===== src/wbmp_header_parser_top_defines.svh =====
`ifndef WBMP_HEADER_PARSER_TOP_DEFINES_SVH
`define WBMP_HEADER_PARSER_TOP_DEFINES_SVH

// same-cycle implication, checked outside reset
`define WHP_ASSERT_NOW(lbl, ante, cons, msg) \
  lbl: assert property (@(posedge clk_i) disable iff (!rst_ni) (ante) |-> (cons)) else $error(msg);

// next-cycle implication, checked outside reset
`define WHP_ASSERT_NEXT(lbl, ante, cons, msg) \
  lbl: assert property (@(posedge clk_i) disable iff (!rst_ni) (ante) |=> (cons)) else $error(msg);

`endif


===== src/whp_pkg.sv =====
package whp_pkg;

  localparam int unsigned AccW = 64;
  localparam int unsigned DimW = 16;
  localparam logic [DimW-1:0] DimMax = 16'hFFFF;

  typedef enum logic [2:0] {
    ST_OK       = 3'd0,
    ST_FIXED    = 3'd1,
    ST_OVERFLOW = 3'd2,
    ST_WIDTH    = 3'd3,
    ST_HEIGHT   = 3'd4,
    ST_TRUNC    = 3'd5
  } status_e;

  typedef enum logic [1:0] {
    PH_FIX0   = 2'd0,
    PH_FIX1   = 2'd1,
    PH_WIDTH  = 2'd2,
    PH_HEIGHT = 2'd3
  } phase_e;

  typedef struct packed {
    logic [7:0] data_byte;
    logic       end_of_input;
  } req_t;

  typedef struct packed {
    status_e         status;
    logic [DimW-1:0] image_width;
    logic [DimW-1:0] image_height;
  } rsp_t;

  typedef struct packed {
    phase_e          phase;
    logic [AccW-1:0] acc;
    logic [DimW-1:0] saved_width;
  } parse_state_t;

  typedef struct packed {
    logic         emit;
    rsp_t         rsp;
    parse_state_t state;
  } step_res_t;

endpackage


===== src/whp_step.sv =====
module whp_step (
  input  whp_pkg::req_t           req_i,
  input  whp_pkg::parse_state_t   state_i,
  input  logic [15:0]             max_dim_i,
  output whp_pkg::step_res_t      res_o
);
  import whp_pkg::*;

  logic [AccW-1:0] acc_shift;
  logic            acc_top;
  logic            bad_val;
  parse_state_t    start_state;

  assign acc_shift = {state_i.acc[AccW-8:0], req_i.data_byte[6:0]};
  assign acc_top   = |state_i.acc[AccW-1:AccW-7];
  assign bad_val   = (acc_shift == '0) || (|acc_shift[AccW-1:DimW])
                     || (acc_shift[DimW-1:0] > max_dim_i);

  always_comb begin
    start_state.phase       = PH_FIX0;
    start_state.acc         = '0;
    start_state.saved_width = '0;
  end

  always_comb begin
    res_o.emit              = 1'b0;
    res_o.rsp.status        = ST_OK;
    res_o.rsp.image_width   = '0;
    res_o.rsp.image_height  = '0;
    res_o.state             = state_i;
    if (req_i.end_of_input) begin
      res_o.emit       = 1'b1;
      res_o.rsp.status = ST_TRUNC;
      res_o.state      = start_state;
    end else begin
      unique case (state_i.phase) inside
        PH_FIX0, PH_FIX1: begin
          if (req_i.data_byte != 8'd0) begin
            res_o.emit       = 1'b1;
            res_o.rsp.status = ST_FIXED;
            res_o.state      = start_state;
          end else begin
            res_o.state.phase = (state_i.phase == PH_FIX0) ? PH_FIX1 : PH_WIDTH;
            res_o.state.acc   = '0;
          end
        end
        PH_WIDTH, PH_HEIGHT: begin
          if (acc_top) begin
            res_o.emit       = 1'b1;
            res_o.rsp.status = ST_OVERFLOW;
            res_o.state      = start_state;
          end else if (req_i.data_byte[7]) begin
            res_o.state.acc = acc_shift;
          end else if (bad_val) begin
            res_o.emit       = 1'b1;
            res_o.rsp.status = (state_i.phase == PH_WIDTH) ? ST_WIDTH : ST_HEIGHT;
            res_o.state      = start_state;
          end else if (state_i.phase == PH_WIDTH) begin
            res_o.state.saved_width = acc_shift[DimW-1:0];
            res_o.state.acc         = '0;
            res_o.state.phase       = PH_HEIGHT;
          end else begin
            res_o.emit             = 1'b1;
            res_o.rsp.status       = ST_OK;
            res_o.rsp.image_width  = state_i.saved_width;
            res_o.rsp.image_height = acc_shift[DimW-1:0];
            res_o.state            = start_state;
          end
        end
        default: begin
          res_o.state = start_state;
        end
      endcase
    end
  end

endmodule


===== src/wbmp_header_parser_top.sv =====
// path: a header byte enters the request register at acceptance; a result it
//   completes is captured in the result register, which drives the output, once that is free
// throughput: one byte per cycle, set by the combinational parse step; stalls
//   only while the result register is held by the consumer
// reset: parser back to the first fixed byte, max_dimension to 65535, no item held
`include "wbmp_header_parser_top_defines.svh"

module wbmp_header_parser_top (
  input  logic            clk_i,
  input  logic            rst_ni,
  input  logic            in_valid_i,
  output logic            in_ready_o,
  input  whp_pkg::req_t   in_req_i,
  output logic            out_valid_o,
  input  logic            out_ready_i,
  output whp_pkg::rsp_t   out_rsp_o,
  input  logic            cfg_we_i,
  input  logic [15:0]     cfg_wdata_i
);
  import whp_pkg::*;

  logic            in_valid_q;
  req_t            in_q;
  logic            out_valid_q, out_valid_d;
  rsp_t            out_q;
  parse_state_t    state_q;
  logic [DimW-1:0] max_dim_q;
  step_res_t       step;
  logic            out_free;
  logic            fire;

  whp_step u_step (
    .req_i     (in_q),
    .state_i   (state_q),
    .max_dim_i (max_dim_q),
    .res_o     (step)
  );

  assign out_free    = !out_valid_q || out_ready_i;
  assign fire        = in_valid_q && out_free;
  assign in_ready_o  = !in_valid_q || fire;
  assign out_valid_d = fire ? step.emit : (out_valid_q && !out_ready_i);

  always_ff @(posedge clk_i or negedge rst_ni) begin
    if (!rst_ni) begin
      in_valid_q        <= 1'b0;
      out_valid_q       <= 1'b0;
      state_q.phase     <= PH_FIX0;
      state_q.acc       <= '0;
      state_q.saved_width <= '0;
      max_dim_q         <= DimMax;
    end else begin
      if (in_ready_o) begin
        in_valid_q <= in_valid_i;
      end
      out_valid_q <= out_valid_d;
      if (fire) begin
        state_q <= step.state;
      end
      if (cfg_we_i) begin
        max_dim_q <= cfg_wdata_i;
      end
    end
  end

  // payload registers
  always_ff @(posedge clk_i) begin
    if (in_ready_o && in_valid_i) begin
      in_q <= in_req_i;
    end
    if (fire && step.emit) begin
      out_q <= step.rsp;
    end
  end

  assign out_valid_o = out_valid_q;
  assign out_rsp_o   = out_q;

  `WHP_ASSERT_NOW(a_dims_zero_on_error,
    out_valid_q && (out_q.status != ST_OK),
    (out_q.image_width == '0) && (out_q.image_height == '0),
    "dimensions nonzero on error status")
  `WHP_ASSERT_NEXT(a_restart_after_result, fire && step.emit,
    (state_q.phase == PH_FIX0) && (state_q.acc == '0),
    "parser not back at start after result")
  `WHP_ASSERT_NEXT(a_request_held, in_valid_q && !fire,
    in_valid_q && $stable(in_q),
    "held request lost or changed")
  `WHP_ASSERT_NEXT(a_result_held, out_valid_q && !out_ready_i,
    out_valid_q && $stable(out_q),
    "pending result lost or changed")

endmodule


===== config.mk =====
export PLATFORM = sky130hd
export DESIGN_NAME = wbmp_header_parser_top
export DESIGN_NICKNAME = d
export VERILOG_FILES = /design/src/whp_pkg.sv /design/src/whp_step.sv /design/src/wbmp_header_parser_top.sv
export VERILOG_INCLUDE_DIRS = /design/src /design/src/src
export SDC_FILE = /design/constraint.sdc
export NUM_CORES = 1
export LEC_CHECK = 0
export BUFFER_PORTS_ARGS = -buffer_cell sky130_fd_sc_hd__buf_4
export CORE_MARGIN = 2
export CORE_UTILIZATION = 42
export DETAILED_ROUTE_END_ITERATION = 8
export GPL_ROUTABILITY_DRIVEN = 0
export PLACE_DENSITY_LB_ADDON = 0.08
export RECOVER_POWER = 50
export SLEW_MARGIN = 5
export SYNTH_ARGS = -nofsm -noshare
export SYNTH_HDL_FRONTEND = slang
export SYNTH_SLANG_ARGS = --single-unit

===== constraint.sdc =====
create_clock -name clk_i -period 5.1 [get_ports clk_i]
set_clock_uncertainty 0.15 [all_clocks]
set_input_delay 0.255 -clock clk_i [delete_from_list [all_inputs] [get_ports clk_i]]
set_output_delay 0.255 -clock clk_i [all_outputs]
set_load 0.1 [all_outputs]

== Yosys cells after proc, flatten, opt, wreduce, memory -nomap -nowiden ==
Index checks and enable logic that the tools add are counted.

* Bits in registers: 144
* Input port bits: 30
* Logic and storage cells: 59

* Magnitude comparators: 1
* Eq/ne operators: 5
* Muxes and demuxes: 20
* Bitwise operators: 1
* Reduce and logical (&&, ||, !) cells: 21

{| class="wikitable"
|+ Operators by type and width
! operator !! count
|-
| 82-bit 2-to-1 mux || 4
|-
| 82-bit case mux with 2 select lines || 1
|-
| 66-bit 2-to-1 mux || 1
|-
| 64-bit zero test || 1
|-
| 64-bit 2-to-1 mux || 1
|-
| 48-bit OR reduction || 1
|-
| 38-bit 2-to-1 mux || 1
|-
| 36-bit 2-to-1 mux || 1
|-
| 16-bit 2-to-1 mux || 2
|-
| 32-bit 2-to-1 mux || 1
|-
| 16-bit greater-than comparator || 1
|-
| 4-bit 2-to-1 mux || 4
|-
| 12-bit OR reduction || 1
|-
| 4-bit case mux with 2 select lines || 1
|-
| 8-bit nonzero test || 1
|-
| 7-bit OR reduction || 1
|-
| 2-bit == test, second input constant || 2
|-
| 1-bit logical AND || 4
|-
| 1-bit logical OR || 4
|-
| 4-bit by 3-bit inequality test with 1-bit output, second input constant || 1
|-
| 2-bit OR reduction || 2
|-
| 1-bit zero test || 3
|-
| 3-bit 2-to-1 mux || 1
|-
| 3-bit by 2-bit inequality test with 1-bit output, second input constant || 1
|-
| other kinds (7) || 7
|}

== Logic depth before layout (Yosys ltp) ==
* Word-level depth: 9
* Mapped depth: 9
* Mapped depth without buffers: 8

== Hierarchy ==
Synthesis repeated with hierarchy kept, for this count alone.

* Cells, all modules: 534
* Area total of the unflattened synthesis: 6,915.4 µm²

{| class="wikitable"
|+ By module, submodules not included
! module !! instances !! cells each !! area each (µm²) !! sequential area each (µm²)
|-
| wbmp_header_parser_top || 1 || 261 || 5,146.2 || 3,843.7
|-
| whp_step || 1 || 273 || 1,769.2 || 0.0
|}

== Worst setup path after synthesis ==
OpenSTA, ideal clock, no wires.

* Path kind: reg2reg
* Start: reg max_dim_q[11]
* End: reg out_q (netlist bit out_rsp_o[0]) (enable)
* Arrival: 3.350 ns
* Required time: 4.523 ns
* Path slack: 1.173 ns
* Cell stages (with the launch flop): 9
* Buffers on the path: 0
* Path through: dfstp_2 -> inv_1 -> ha_1 -> nand4_1 -> or4_4 -> a21oi_1 -> or3_4 -> a2111oi_0 -> nor2_1

* Longest elaborated chain between the ends: 8

{| class="wikitable"
|+ RTL lines
! what !! RTL line !! text
|-
| start, declared || wbmp_header_parser_top.sv:27 || <nowiki>logic [DimW-1:0] max_dim_q;</nowiki>
|-
| start signal, assigned || wbmp_header_parser_top.sv:51 || <nowiki>max_dim_q <= DimMax;</nowiki>
|-
| start signal, assigned || wbmp_header_parser_top.sv:61 || <nowiki>max_dim_q <= cfg_wdata_i;</nowiki>
|-
| 16-bit greater-than comparator || whp_step.sv:17 || <nowiki>|| (acc_shift[DimW-1:0] > max_dim_i);</nowiki>
|-
| 1-bit logical OR || whp_step.sv:17 ||
|-
| 4-bit 2-to-1 mux || whp_step.sv:54 || <nowiki>end else if (bad_val) begin</nowiki>
|-
| 38-bit 2-to-1 mux || whp_step.sv:52 || <nowiki>end else if (req_i.data_byte[7]) begin</nowiki>
|-
| 4-bit 2-to-1 mux || whp_step.sv:48 || <nowiki>if (acc_top) begin</nowiki>
|-
| 4-bit case mux with 2 select lines || whp_step.sv:36 || <nowiki>unique case (state_i.phase) inside</nowiki>
|-
| 4-bit 2-to-1 mux || whp_step.sv:31 || <nowiki>if (req_i.end_of_input) begin</nowiki>
|-
| 1-bit logical AND || wbmp_header_parser_top.sv:71 || <nowiki>if (fire && step.emit) begin</nowiki>
|-
| end signal, assigned || wbmp_header_parser_top.sv:72 || <nowiki>out_q <= step.rsp;</nowiki>
|-
| end, declared || wbmp_header_parser_top.sv:25 || <nowiki>rsp_t out_q;</nowiki>
|}

Every way passes these cells. The select of a mux whose other input is x is not followed.
A chain may end at the register's enable or synchronous reset.

== Worst setup path after layout ==
* Start: reg max_dim_q[14]
* End: reg out_q (netlist bit out_rsp_o[8]) (enable)

Same word-level chain as after synthesis.

==> metrics.txt <==
status=finished, violations left; failing checks=max-capacitance violations, max-slew violations; global-route wire length before repair=20,670 um; Crit path required time=5080 ps; Metal-1 WL=6326 um; gr usage total=0.1856; Multi-input gate area=1866 um^2; slowest stage delay, CP=590 ps; Hold WC Path Type=primary input to register; CTS tree=built; Slew @ Worst Pin=1885 ps; clock buffer depth=2; non-filler cells, final=723; vias in the first global route=3,861; post-CTS resize count=0; YS warnings=0; antenna violations before repair=0; Period minus WS final=3253 ps; Seq/Total Area, Yosys=0.6554; Via density=5.364; Top Metal Used=met4; crit path max fanout=35; area grow syn2layout=23.51%; Worst-path clk slew=60 ps; total wire length=12,990 um; CP startpoint kind=register; Power Dens Cells=423.7 nW/um^2; TritonCTS Buffers=17; layout cells sized above 1=0.1602; fin crit share=0.6379; Synth Cell Area=5864 um^2; Relative slew margins=-0.2564; placed cells=664; worst hold margin=26.12 ps; row count=43; clk sinks=144; Layout Nets=576; Die X-Extent=122.2 um; RSZ-0062 raised after global routing=false; Critical-path top delay cell=a2111oi_0; syn nets=480; Detail Route Antenna Nets=0; post-place setup slack=1874 ps; die area=14,920 um^2; Leakage=3.208 nW; WL met2=5891 um; Cell Chain, Critical Path=inv_1, ha_1, a21oi_1, nand2_1, a221o_1, or3_4, a2111oi_0, nor2_2, buf_4; clock root buffer=clkbuf_16; fill cell count=1,247; Residual DRC=0; Post-DP HPWL=8524 um; pin count of the biggest net entering global routing=66; Worst Setup Slack, final=1847 ps; DRT Pass-1 Iters=4; worst skew pair latency=420 ps; starting density of the core=0.4258; met3 routed WL=593 um; fmax=307.4 MHz; core area=13,770 um^2; Port Buffers=66; Fin. Hold Viols=0; Avg Cell Area, Syn=13.51 um^2; CP arrival=3230 ps; Final Max Tran Viols=37; Util after Layout=0.5259; ant diodes=0; Sum Neg Setup Slack=0 ps; Yosys cell types=41; Crit Path Category=register to register; Buf/Inv on CP=2; total gr overflow=0; max_cap viols=1; Max rail drop VDD=207.0 uV; Detailed Route Iter0 Violations=282; I/O Pins=67; H-tree depth=4; Post-Synthesis Cells=434; number of synthesized register bits=144; Critical Path End Type=register; routed len/inst=17.97 um; vias=3,878; chip height=122.2 um; FF+latch area=3844 um^2; final setup violating endpoints=0; CP delay by family, top=compound AO/OA/AOI/OAI gates
==> per-layer routing <==
| layer | track usage | vias up |
|---|---|---|
| met3 | 0.04963 | 13 |
| met2 | 0.2703 | 90 |
| met5 | 0 | - |
| met1 | 0.2655 | 1936 |
| li1 | - | 1839 |
| met4 | 0.07328 | 0 |
==> synth_stat cells, drive strengths merged <==
cell type  instances  share of area
nor3               3         0.0034
a31oi              1         0.0011
a21o               2         0.0026
and3               1         0.0011
edfxtp            44           0.23
and4               1         0.0015
nand2             25          0.016
and2              34          0.036
or3                1         0.0019
clkbuf            10         0.0064
nor4              15          0.019
or4                3         0.0045
a21oi              9         0.0077
dfstp             16          0.072
o211ai             2         0.0026
nand3b             1         0.0013
nor2b              3         0.0032
nor4b              1         0.0015
buf               11          0.010
mux2               1         0.0019
o21bai             1         0.0013
nand4              5         0.0053
nand2b             4         0.0043
a31o               1         0.0015
nor2               7         0.0045
dfrtp             84           0.36
o31ai              1         0.0013
or2                1         0.0015
a22o              80           0.12
nand4b             1         0.0015
a2111oi            3          0.011
o21ai             20          0.017
nand3              6         0.0051
inv               18          0.012
ha                16          0.034
a221o              2         0.0034
==> placed cells by master (no fill, tap or decap), types with 5 or more instances in the layout <==
cell type / netlist / routed
dlygate4sd3_1: 0 / 27
a22o_1: 80 / 80
nand3_1: 6 / 6
clkbuf_16: 0 / 17
dfstp_2: 16 / 16
inv_1: 18 / 18
dfrtp_1: 84 / 84
clkbuf_4: 0 / 10
a21oi_1: 9 / 9
edfxtp_1: 44 / 44
and2_1: 34 / 33
ha_1: 16 / 16
o21ai_0: 20 / 20
nor2_1: 7 / 6
nand4_1: 5 / 5
buf_4: 0 / 23
clkbuf_1: 10 / 43
nand2_1: 25 / 24
nor4_1: 14 / 14
==> per-stage QoR <==
| step | area, um^2 | total power, mW |
|---|---|---|
| 6_report | 7243 | 3.069 |
| 3_5_place_dp | 6535 | 1.904 |
| 4_1_cts | 7386 | 3.137 |
| 5_1_grt | 7243 | 3.183 |
| 2_1_floorplan | 5864 | 1.755 |
| 3_3_place_gp | 6535 | 1.898 |
==> repair_timing <==
action	in CTS	in global routing
hold buffers	27	0
setup buffers	0	0
hold endpoints to repair	74	0
==> sequential cells by signal (all words and copies together), names as in the netlist <==
signal,flops
max_dim_q,16
in_valid_q,1
out_rsp_o,35
state_q,82
in_q,9
out_valid_o,1
==> report_power, final <==
part           switching, mW  total [mW]  internal, mW  leakage, nW
Clock                  0.442        1.21         0.770        0.289
Sequential            0.0375        1.32          1.28         1.77
Combinational          0.457       0.540        0.0832         1.15
Total                  0.936        3.07          2.13         3.21
==> worst register-to-register path, delay by kind of cell (launching register included) <==
kind	cells	cell delay (ps)
adder cells (fa/ha/maj)	1	300
AND/OR/NAND/NOR	3	550
buffers and inverters	2	320
AO/OA/AOI/OAI	3	1110
flip-flops	1	510
==> worst paths after layout <==
| path | from | end | slack, ps | depth (start not counted) |
|---|---|---|---|---|
| max | max_dim_q[14] | out_rsp_o[8] | 1850 | 9 |
| min | out_ready_i | in_valid_q | 30 | 3 |
| max reg2reg | max_dim_q[14] | out_rsp_o[8] | 1850 | 9 |
| min reg2reg | state_q[3] | state_q[3] | 350 | 1 |
| max in group asynchronous | rst_ni | state_q[38] | 2200 | 3 |
| min in group asynchronous | rst_ni | state_q[0] | 310 | 2 |
==> layout make-up <==
cell class,count,area share
clock buffers,26,0.06892
repair buffers,98,0.09121
multi-input cells,251,0.2576
clock inverters,6,0.01123
inverters,18,0.009328
well taps,180,0.03109
flip-flops and latches,144,0.5307
==> cells by family (layout without fill, tap and decap cells) <==
kind of cell	count (synthesis)	in the layout	synth area share
mux	1	1	0.001920
buf+inv	39	148	0.02838
flops	144	144	0.6554
compound gates	122	122	0.1688
simple gates	112	112	0.1114
fa+ha+maj	16	16	0.03414
(Power assumes the default switching activity.)
